==> config.mk <==
export PLATFORM = sky130hd
export DESIGN_NAME = pagerank_vertex_update
export DESIGN_NICKNAME = d
export VERILOG_FILES = /design/src/rtl/prvu_pkg.sv /design/src/rtl/prvu_mul.sv /design/src/rtl/prvu_div.sv /design/src/rtl/pagerank_vertex_update.sv
export VERILOG_INCLUDE_DIRS = /design/src /design/src/rtl
export SDC_FILE = /design/constraint.sdc
export NUM_CORES = 1
export LEC_CHECK = 0
export ABC_AREA = 1
export BUFFER_PORTS_ARGS = -buffer_cell sky130_fd_sc_hd__buf_4
export CORE_ASPECT_RATIO = 2
export CORE_UTILIZATION = 55
export CTS_CLUSTER_DIAMETER = 60
export DETAILED_ROUTE_END_ITERATION = 7
export MAX_ROUTING_LAYER = met4
export PLACE_DENSITY = 0.82
export SLEW_MARGIN = 10
export SYNTH_ARGS = -nofsm -noshare
export SYNTH_HDL_FRONTEND = slang
export SYNTH_SLANG_ARGS = --single-unit
==> constraint.sdc <==
create_clock -name clk -period 5.4 [get_ports clk]
set_input_delay 0.27 -clock clk [delete_from_list [all_inputs] [get_ports clk]]
set_output_delay 0.27 -clock clk [all_outputs]
set_load 0.005 [all_outputs]
==> src/rtl/pagerank_vertex_update_assert.svh <==
// Assertion macros shared by the vertex update RTL.
`ifndef PAGERANK_VERTEX_UPDATE_ASSERT_SVH
`define PAGERANK_VERTEX_UPDATE_ASSERT_SVH

// Same-cycle implication, sampled on clk, off while rst_n is low.
`define PRVU_ASSERT_NOW(label, ante, cons, msg) \
    label: assert property (@(posedge clk) disable iff (!rst_n) (ante) |-> (cons)) \
        else $error(msg);

// Next-cycle implication, sampled on clk, off while rst_n is low.
`define PRVU_ASSERT_NEXT(label, ante, cons, msg) \
    label: assert property (@(posedge clk) disable iff (!rst_n) (ante) |=> (cons)) \
        else $error(msg);

`endif

==> src/rtl/prvu_pkg.sv <==
// Types and constants of the PageRank vertex update block.
`timescale 1ns / 1ps

package prvu_pkg;

    localparam int unsigned FRAC_W  = 32;
    localparam int unsigned DEG_W   = 16;
    localparam int unsigned STEPS   = FRAC_W;
    localparam int unsigned STEP_W  = $clog2(STEPS);
    localparam int unsigned CFG_IDX_W = 8;

    typedef enum logic [1:0] {
        CMD_RECEIVE  = 2'd0,
        CMD_SEND     = 2'd1,
        CMD_END_ITER = 2'd2,
        CMD_NOP      = 2'd3
    } cmd_e_t;

    typedef enum logic [CFG_IDX_W-1:0] {
        CFG_IN_DEGREE      = 8'd0,
        CFG_OUT_DEGREE     = 8'd1,
        CFG_DAMPING_OFFSET = 8'd2,
        CFG_DAMPING_GAIN   = 8'd3
    } cfg_idx_t;

    localparam logic [1:0] EVT_NONE  = 2'b00;
    localparam logic [1:0] EVT_RAISE = 2'b01;
    localparam logic [1:0] EVT_LOWER = 2'b10;

    typedef struct packed {
        logic done;
        logic all_rcvd;
        logic sent;
    } flags_t;

    // Status of a bit-serial arithmetic unit.
    typedef struct packed {
        logic busy;
        logic done;
    } unit_sts_t;

endpackage

==> src/rtl/prvu_mul.sv <==
// Bit-serial shift-add multiplier keeping the upper half of a 32x32 product.
`timescale 1ns / 1ps

module prvu_mul (
    input  logic                         clk,
    input  logic                         rst_n,
    input  logic                         start,
    input  logic [prvu_pkg::FRAC_W-1:0]  multiplicand,
    input  logic [prvu_pkg::FRAC_W-1:0]  multiplier,
    output prvu_pkg::unit_sts_t          sts,
    output logic [prvu_pkg::FRAC_W-1:0]  product_hi
);

    logic                          busy_reg;
    logic                          done_reg;
    logic [prvu_pkg::STEP_W-1:0]   step_reg;
    logic [prvu_pkg::FRAC_W-1:0]   mcand_reg;
    logic [prvu_pkg::FRAC_W-1:0]   mplr_reg;
    logic [prvu_pkg::FRAC_W-1:0]   hi_reg;
    logic [prvu_pkg::FRAC_W:0]     sum;

    // Add the multiplicand when the current multiplier bit is set.
    assign sum = {1'b0, hi_reg}
               + (mplr_reg[0] ? {1'b0, mcand_reg} : {(prvu_pkg::FRAC_W+1){1'b0}});

    always_ff @(posedge clk or negedge rst_n)
    begin
        if (!rst_n)
        begin
            busy_reg <= 1'b0;
            done_reg <= 1'b0;
            step_reg <= '0;
        end
        else
        begin
            done_reg <= 1'b0;
            if (start)
            begin
                busy_reg <= 1'b1;
                step_reg <= '0;
            end
            else if (busy_reg)
            begin
                step_reg <= step_reg + 1'b1;
                if (step_reg == prvu_pkg::STEP_W'(prvu_pkg::STEPS - 1))
                begin
                    busy_reg <= 1'b0;
                    done_reg <= 1'b1;
                end
            end
        end
    end

    always_ff @(posedge clk)
    begin
        if (start)
        begin
            mcand_reg <= multiplicand;
            mplr_reg  <= multiplier;
            hi_reg    <= '0;
        end
        else if (busy_reg)
        begin
            // Shift the partial product right; low bits drop out.
            hi_reg   <= sum[prvu_pkg::FRAC_W:1];
            mplr_reg <= {1'b0, mplr_reg[prvu_pkg::FRAC_W-1:1]};
        end
    end

    assign sts.busy   = busy_reg;
    assign sts.done   = done_reg;
    assign product_hi = hi_reg;

endmodule

==> src/rtl/prvu_div.sv <==
// Bit-serial restoring divider: 32-bit dividend by 16-bit divisor, zero divisor passes through.
`timescale 1ns / 1ps

module prvu_div (
    input  logic                         clk,
    input  logic                         rst_n,
    input  logic                         start,
    input  logic [prvu_pkg::FRAC_W-1:0]  dividend,
    input  logic [prvu_pkg::DEG_W-1:0]   divisor,
    output prvu_pkg::unit_sts_t          sts,
    output logic [prvu_pkg::FRAC_W-1:0]  quotient
);

    logic                          busy_reg;
    logic                          done_reg;
    logic [prvu_pkg::STEP_W-1:0]   step_reg;
    logic                          bypass_reg;
    logic [prvu_pkg::DEG_W-1:0]    dvsr_reg;
    logic [prvu_pkg::DEG_W-1:0]    rem_reg;
    logic [prvu_pkg::FRAC_W-1:0]   quot_reg;
    logic [prvu_pkg::DEG_W:0]      trial;
    logic [prvu_pkg::DEG_W:0]      diff;

    assign trial = {rem_reg, quot_reg[prvu_pkg::FRAC_W-1]};
    assign diff  = trial - {1'b0, dvsr_reg};

    always_ff @(posedge clk or negedge rst_n)
    begin
        if (!rst_n)
        begin
            busy_reg <= 1'b0;
            done_reg <= 1'b0;
            step_reg <= '0;
        end
        else
        begin
            done_reg <= 1'b0;
            if (start)
            begin
                busy_reg <= 1'b1;
                step_reg <= '0;
            end
            else if (busy_reg)
            begin
                step_reg <= step_reg + 1'b1;
                if (step_reg == prvu_pkg::STEP_W'(prvu_pkg::STEPS - 1))
                begin
                    busy_reg <= 1'b0;
                    done_reg <= 1'b1;
                end
            end
        end
    end

    always_ff @(posedge clk)
    begin
        if (start)
        begin
            bypass_reg <= (divisor == '0);
            dvsr_reg   <= divisor;
            rem_reg    <= '0;
            quot_reg   <= dividend;
        end
        else if (busy_reg && !bypass_reg)
        begin
            // Keep the difference when it does not borrow, restore otherwise.
            if (!diff[prvu_pkg::DEG_W])
            begin
                rem_reg  <= diff[prvu_pkg::DEG_W-1:0];
                quot_reg <= {quot_reg[prvu_pkg::FRAC_W-2:0], 1'b1};
            end
            else
            begin
                rem_reg  <= trial[prvu_pkg::DEG_W-1:0];
                quot_reg <= {quot_reg[prvu_pkg::FRAC_W-2:0], 1'b0};
            end
        end
    end

    assign sts.busy = busy_reg;
    assign sts.done = done_reg;
    assign quotient = quot_reg;

endmodule

==> src/rtl/pagerank_vertex_update.sv <==
// Top level of the PageRank vertex update block.
`timescale 1ns / 1ps

// One vertex of an iterative PageRank. Each input transfer carries a command: receive adds
// an unsigned 0.32 contribution to the accumulator and counts it (all-received is flagged
// once the count reaches in_degree), send marks the vertex as sent (or finished at once when
// in_degree is zero), and end of iteration sets rank = damping_offset + upper half of
// damping_gain * accumulator, then clears accumulator, count and flags. Every command yields
// exactly one result transfer carrying rank, rank / out_degree (rank itself when out_degree
// is zero), the progress flags and the semaphore event the command caused. The block works
// on one item at a time: receive, send and no-op items pass through the 32-step bit-serial
// restoring divider that forms the broadcast share; end of iteration first runs the
// bit-serial shift-add multiplier ahead of the divider. A new input transfer is taken as
// soon as the previous result sits in the output register, even while that result is still
// waiting for out_ready. Configuration writes land at once and must only come while the block
// is idle.

module pagerank_vertex_update (
    input  logic                            clk,
    input  logic                            rst_n,

    input  logic                            cfg_write_en,
    input  logic [prvu_pkg::CFG_IDX_W-1:0]  cfg_index,
    input  logic [prvu_pkg::FRAC_W-1:0]     cfg_data,

    input  logic                            in_valid,
    output logic                            in_ready,
    input  logic [1:0]                      command,
    input  logic [prvu_pkg::FRAC_W-1:0]     contribution,

    output logic                            out_valid,
    input  logic                            out_ready,
    output logic [prvu_pkg::FRAC_W-1:0]     rank_value,
    output logic [prvu_pkg::FRAC_W-1:0]     broadcast_share,
    output logic                            should_send,
    output logic                            all_received,
    output logic                            sent_flag,
    output logic                            finished_flag,
    output logic [1:0]                      semaphore_event
);

    typedef enum logic [3:0] {
        S_IDLE = 4'b0001,
        S_MUL  = 4'b0010,
        S_DIV  = 4'b0100,
        S_DONE = 4'b1000
    } state_t;

    state_t                        state_reg, state_next;

    logic [prvu_pkg::DEG_W-1:0]    in_degree_reg;
    logic [prvu_pkg::DEG_W-1:0]    out_degree_reg;
    logic [prvu_pkg::FRAC_W-1:0]   damping_offset_reg;
    logic [prvu_pkg::FRAC_W-1:0]   damping_gain_reg;

    logic [prvu_pkg::FRAC_W-1:0]   rank_reg, rank_next;
    logic [prvu_pkg::FRAC_W-1:0]   acc_reg, acc_next;
    logic [prvu_pkg::DEG_W-1:0]    count_reg, count_next;
    prvu_pkg::flags_t              flags_reg, flags_next;
    logic [1:0]                    evt_reg, evt_next;

    logic                          out_valid_reg, out_valid_next;
    logic [prvu_pkg::FRAC_W-1:0]   rank_out_reg;
    logic [prvu_pkg::FRAC_W-1:0]   share_out_reg;
    prvu_pkg::flags_t              flags_out_reg;
    logic [1:0]                    evt_out_reg;

    prvu_pkg::cmd_e_t              in_cmd;
    logic                          in_fire;
    logic                          out_load;

    logic                          mul_start;
    prvu_pkg::unit_sts_t           mul_sts;
    logic [prvu_pkg::FRAC_W-1:0]   mul_hi;
    logic [prvu_pkg::FRAC_W-1:0]   rank_sum;

    logic                          div_start;
    prvu_pkg::unit_sts_t           div_sts;
    logic [prvu_pkg::FRAC_W-1:0]   div_dividend;
    logic [prvu_pkg::FRAC_W-1:0]   div_quot;

    assign in_cmd   = prvu_pkg::cmd_e_t'(command);
    assign in_ready = (state_reg == S_IDLE);
    assign in_fire  = in_valid && in_ready;

    // Hand the result over once the output register is free or being drained.
    assign out_load = (state_reg == S_DONE) && (!out_valid_reg || out_ready);

    // New rank at end of iteration: offset plus the truncated 0.32 product, wrapping.
    assign rank_sum = damping_offset_reg + mul_hi;

    assign mul_start    = in_fire && (in_cmd == prvu_pkg::CMD_END_ITER);
    assign div_start    = (in_fire && (in_cmd != prvu_pkg::CMD_END_ITER))
                       || ((state_reg == S_MUL) && mul_sts.done);
    assign div_dividend = (state_reg == S_MUL) ? rank_sum : rank_reg;

    prvu_mul u_mul (
        .clk          (clk),
        .rst_n        (rst_n),
        .start        (mul_start),
        .multiplicand (damping_gain_reg),
        .multiplier   (acc_reg),
        .sts          (mul_sts),
        .product_hi   (mul_hi)
    );

    prvu_div u_div (
        .clk      (clk),
        .rst_n    (rst_n),
        .start    (div_start),
        .dividend (div_dividend),
        .divisor  (out_degree_reg),
        .sts      (div_sts),
        .quotient (div_quot)
    );

    // Configuration registers; unknown indexes drop.
    always_ff @(posedge clk or negedge rst_n)
    begin
        if (!rst_n)
        begin
            in_degree_reg      <= '0;
            out_degree_reg     <= '0;
            damping_offset_reg <= '0;
            damping_gain_reg   <= '0;
        end
        else if (cfg_write_en)
        begin
            unique case (cfg_index)
                prvu_pkg::CFG_IN_DEGREE:
                    in_degree_reg <= cfg_data[prvu_pkg::DEG_W-1:0];
                prvu_pkg::CFG_OUT_DEGREE:
                    out_degree_reg <= cfg_data[prvu_pkg::DEG_W-1:0];
                prvu_pkg::CFG_DAMPING_OFFSET:
                    damping_offset_reg <= cfg_data;
                prvu_pkg::CFG_DAMPING_GAIN:
                    damping_gain_reg <= cfg_data;
                default:
                    ;
            endcase
        end
    end

    // Command decode and sequencing.
    always_comb
    begin
        logic [prvu_pkg::DEG_W-1:0] count_inc;

        state_next = state_reg;
        rank_next  = rank_reg;
        acc_next   = acc_reg;
        count_next = count_reg;
        flags_next = flags_reg;
        evt_next   = evt_reg;

        // Saturating count of received contributions.
        count_inc = (count_reg == {prvu_pkg::DEG_W{1'b1}}) ? count_reg : count_reg + 1'b1;

        unique case (state_reg)
            S_IDLE:
            begin
                if (in_fire)
                begin
                    evt_next   = prvu_pkg::EVT_NONE;
                    state_next = S_DIV;
                    case (in_cmd)
                        prvu_pkg::CMD_RECEIVE:
                        begin
                            acc_next   = acc_reg + contribution;
                            count_next = count_inc;
                            if (count_inc >= in_degree_reg)
                            begin
                                flags_next.all_rcvd = 1'b1;
                                if (flags_reg.sent && !flags_reg.done)
                                begin
                                    flags_next.done = 1'b1;
                                    evt_next        = prvu_pkg::EVT_LOWER;
                                end
                            end
                        end
                        prvu_pkg::CMD_SEND:
                        begin
                            if (in_degree_reg != '0)
                            begin
                                flags_next.sent = 1'b1;
                                evt_next        = prvu_pkg::EVT_RAISE;
                                if (flags_reg.all_rcvd && !flags_reg.done)
                                begin
                                    flags_next.done = 1'b1;
                                    evt_next        = prvu_pkg::EVT_RAISE | prvu_pkg::EVT_LOWER;
                                end
                            end
                            else
                            begin
                                // No inputs to wait for: finish without an event.
                                flags_next.done = 1'b1;
                            end
                        end
                        prvu_pkg::CMD_END_ITER:
                        begin
                            state_next = S_MUL;
                        end
                        default:
                            ;
                    endcase
                end
            end
            S_MUL:
            begin
                if (mul_sts.done)
                begin
                    rank_next  = rank_sum;
                    acc_next   = '0;
                    count_next = '0;
                    flags_next = '0;
                    state_next = S_DIV;
                end
            end
            S_DIV:
            begin
                if (div_sts.done)
                begin
                    state_next = S_DONE;
                end
            end
            S_DONE:
            begin
                if (out_load)
                begin
                    state_next = S_IDLE;
                end
            end
            default:
            begin
                state_next = S_IDLE;
            end
        endcase
    end

    assign out_valid_next = out_load || (out_valid_reg && !out_ready);

    always_ff @(posedge clk or negedge rst_n)
    begin
        if (!rst_n)
        begin
            state_reg     <= S_IDLE;
            rank_reg      <= '0;
            acc_reg       <= '0;
            count_reg     <= '0;
            flags_reg     <= '0;
            evt_reg       <= prvu_pkg::EVT_NONE;
            out_valid_reg <= 1'b0;
        end
        else
        begin
            state_reg     <= state_next;
            rank_reg      <= rank_next;
            acc_reg       <= acc_next;
            count_reg     <= count_next;
            flags_reg     <= flags_next;
            evt_reg       <= evt_next;
            out_valid_reg <= out_valid_next;
        end
    end

    // Result register; the share passes rank through when out_degree is zero.
    always_ff @(posedge clk)
    begin
        if (out_load)
        begin
            rank_out_reg  <= rank_reg;
            share_out_reg <= div_quot;
            flags_out_reg <= flags_reg;
            evt_out_reg   <= evt_reg;
        end
    end

    assign out_valid       = out_valid_reg;
    assign rank_value      = rank_out_reg;
    assign broadcast_share = share_out_reg;
    assign should_send     = !(flags_out_reg.done || flags_out_reg.sent);
    assign all_received    = flags_out_reg.all_rcvd;
    assign sent_flag       = flags_out_reg.sent;
    assign finished_flag   = flags_out_reg.done;
    assign semaphore_event = evt_out_reg;

`include "pagerank_vertex_update_assert.svh"

    `PRVU_ASSERT_NOW(a_idle_units_quiet, in_ready, !mul_sts.busy && !div_sts.busy, "input taken while a serial unit is busy")
    `PRVU_ASSERT_NEXT(a_mul_feeds_div, (state_reg == S_MUL) && mul_sts.done, div_sts.busy, "divider not started after multiply")
    `PRVU_ASSERT_NEXT(a_iter_clears, (state_reg == S_MUL) && mul_sts.done, (flags_reg == '0) && (acc_reg == '0) && (count_reg == '0), "end of iteration left state behind")
    `PRVU_ASSERT_NEXT(a_result_shown, (state_reg == S_DONE) && !out_valid_reg, out_valid_reg, "finished result not presented")

endmodule
==> flow_summary.ini <==
[outcome]
status = finished with violations
violations = design-rule violations

[power]
intPower_mw = 8.078
clockPowerShare = 0.185
total_power_mw = 14.26
seq_power_share = 0.353
powerDensity_nw_per_um2 = 516.7
vdd_drop_max_v = 0.0002497
p_sw_frac = 0.4336
comb_power_share = 0.462
p_leak_nw = 14.17
p_sw_mw = 6.184

[timing]
finalCritPeriodShare = 0.6423
layout_min_cycle_time_ns = 3.468
tightest_slew_ns = 1.207
skew_ns = 0.02822
fin_setup_tns_ns = 0
hold_viol = 0
fmax_mhz = 288.3
drv_slew = 0
rsz0062_at_grt = no
setup_viol = 0
maxSlewHeadroom = 0.1956

[detailed_routing]
wl_per_cell_um = 16.31
ant_nets = 0
num_vias = 21260
remaining_drc_errors = 32
dr.first_iter.drc_count = 1143
avgViaCountPerCell = 5.366
dr.pass1.iters = 7
wl_um = 64620

[yosys]
ys_ff_latch = 430
synthTopCellsByCount = nand2_1 (1080), inv_1 (476), nor2_1 (260), o21ai_0 (204), dfrtp_1 (199)
synth_top_family_by_area = simple AND/OR/NAND/NOR gates
synth-async-reset-ratio = 0.4651
synth_fp_nets = 3456
syn_inst = 3243
synthXorXnorAreaFrac = 0.01945
avgSynthCellArea_um2 = 7.638
synth_seq_area_share = 0.4616
synth_compound_area_frac = 0.09472
synth_ff_type = dfrtp_1
synth_edf_count = 182
synth_simple_gate_area_frac = 0.2692
yosysTopAreaCell = edfxtp_1
netlist_area_um2 = 24770
synthTopCellsByArea = edfxtp_1 (22%), dfrtp_1 (20%), nand2_1 (16%)
netlist.area_leader.share = 0.2207
synthMostInstantiatedCell = nand2_1
yosys_warnings = 0
ys_types = 52
synthMuxAreaShare = 0
yosys.area_share.adder = 0.06890

[layout]
ff_latch_area_um2 = 11430
num-fill-cells = 3901
stdcell_area_um2 = 27600
drive_gt1_frac = 0.07751
multi_input_area_um2 = 11210
synthToLayoutAreaGrowth_pct = 11.43
final_nets = 3590

[floorplanning]
row_count = 109
coreArea_um2 = 44320
die_width_um = 152.1
die_h_um = 302.1
dieArea_um2 = 45940
start_util = 0.5588
ioPinCount = 151

[cts]
cts.sinks = 430
cts_resized = 0
cts_root_buf = clkbuf_16
clk_pin_slew_ns = 0.07
insertion_delay_ns = 0.55
cts_buffers = 37
clock_path_buffers = 3
cts_tree = yes
cts.htree.levels = 2

[min_path]
hp-class = in2reg
holdPathStages = 3
hold_path.startpoint = cfg_data[27]

[grt]
first_global_vias = 20940
grt_use_total = 0.2945
antenna_found_initial = 1
grt_pass1_wl_um = 103200
grt-ovfl-total = 0
grt_max_degree = 128

[placed_design]
hpwl_um = 49970
gp_congestion = 1.052
postPlaceCellArea_um2 = 26360
io_buffers = 150

[job]
cap_viol_max_count = 0

[critical_path]
crit_family = buffers and inverters
crit_chain = inv_1 -> nand3_4 -> inv_2 -> nand2_1 -> nand2_2 -> a21oi_4 -> inv_1 -> a22o_1
crit_top_cell = inv_1
critical_path_required_ns = 5.84
critical-path-slowest-cell = a21oi_4
cp-startpoint = state_reg[0]
path_depth = 8
crit_fanout = 40
crit_arrival_ns = 3.90
reg2reg_from = state_reg[0]
crit_path_end_kind = register
critPathBufInv = 3
crit_path_max_incr_delay_ns = 0.63
r2r.worst_path.cells = 8
worstSetupStartpointType = register
path_class = reg2reg
==> logic make-up (layout without fill, tap and decap cells) <==
| family | Yosys count | in the layout |
|---|---|---|
| buffers and inverters | 551 | 714 |
| other | 0 | 1 |
| xor gates and xnor gates | 55 | 55 |
| adders and majority gates | 134 | 134 |
| and+or+nand+nor | 1632 | 1632 |
| AOI/OAI and AO/OA | 441 | 441 |
| DFF | 430 | 430 |
==> per-stage QoR <==
stage | utilization | hold WS (ns) | std cells | setup slack, ns
CTS | 0.6226 | 0.002702 | 3961 | 1.931
global route | 0.6227 | 0.01446 | 3962 | 1.637
finish | 0.6227 | 0.01463 | 3962 | 1.932
global placement | 0.5947 | 0.3157 | 3887 | 2.014
floorplan | - | -0.02559 | 3243 | 1.270
detailed placement | 0.5947 | 0.3184 | 3887 | 1.947
==> cells in the final DEF, fill, tap and decap left out, drive strengths merged, types with 6 or more instances in the layout <==
cell	count
xnor2	17
and2	8
o21bai	12
o21ai	233
o22ai	8
nor4	6
dfxtp	48
nor2	267
nand2	1088
xor2	38
buf	157
nor3	39
clkbuf	47
or2	7
nand3b	16
nand4	17
a21oi	175
inv	487
ha	130
dfrtp	199
edfxtp	182
clkinv	15
dlygate4sd3	6
nand3	180
==> per-layer routing <==
layer / vias to the layer above / GRT usage / share of wire
li1: 10640 / - / -
met1: 9774 / 0.2841 / 0.36
met2: 601 / 0.5548 / 0.53
met3: 246 / 0.02307 / 0.036
met4: 0 / 0.2075 / 0.076
met5: - / - / 0
==> power groups by stage <==
stage / Combinational (mW) / Sequential (mW) / Clock, mW
after global routing: 7.48 / 5.11 / 2.79
after CTS: 6.54 / 5.02 / 2.68
after global placement: 6.37 / 5.05 / 0
final: 6.59 / 5.03 / 2.64
after floorplan: 4.92 / 4.83 / 0
after detailed placement: 6.49 / 5.08 / 0
==> layout make-up <==
class / instances / share of cell area
sequential: 430 / 0.4142
multi-input combinational: 2262 / 0.4063
inverter: 482 / 0.06564
timing repair buffer: 164 / 0.04583
clock buffer: 46 / 0.03704
tap: 555 / 0.02516
clock inverter: 22 / 0.005712
antenna: 1 / 0.00009067
==> repair_timing <==
item / 4_1_cts / 5_1_grt
hold buffers: 6 / 0
buffers inserted: 0 / 0
hold endpoints to repair: 79 / 0
==> path summary, 6_finish.rpt <==
kind,end,slack [ns]
worst max-delay path,count_reg[11],1.93
worst min-delay path,damping_offset_reg[27],0.01
worst max register to register,count_reg[11],1.93
worst min register to register,u_mul.mcand_reg[21],0.45
max in group asynchronous,rank_reg[31],4.01
min in group asynchronous,acc_reg[1],0.25
==> worst reg2reg max path, cell delays in order, from the launching register on <==
cell,delay [ns]
dfstp_2,0.53
inv_1,0.07
nand3_4,0.39
inv_2,0.42
nand2_1,0.21
nand2_2,0.10
a21oi_4,0.63
inv_1,0.62
a22o_1,0.39
Power figures use the tool's default switching activity.
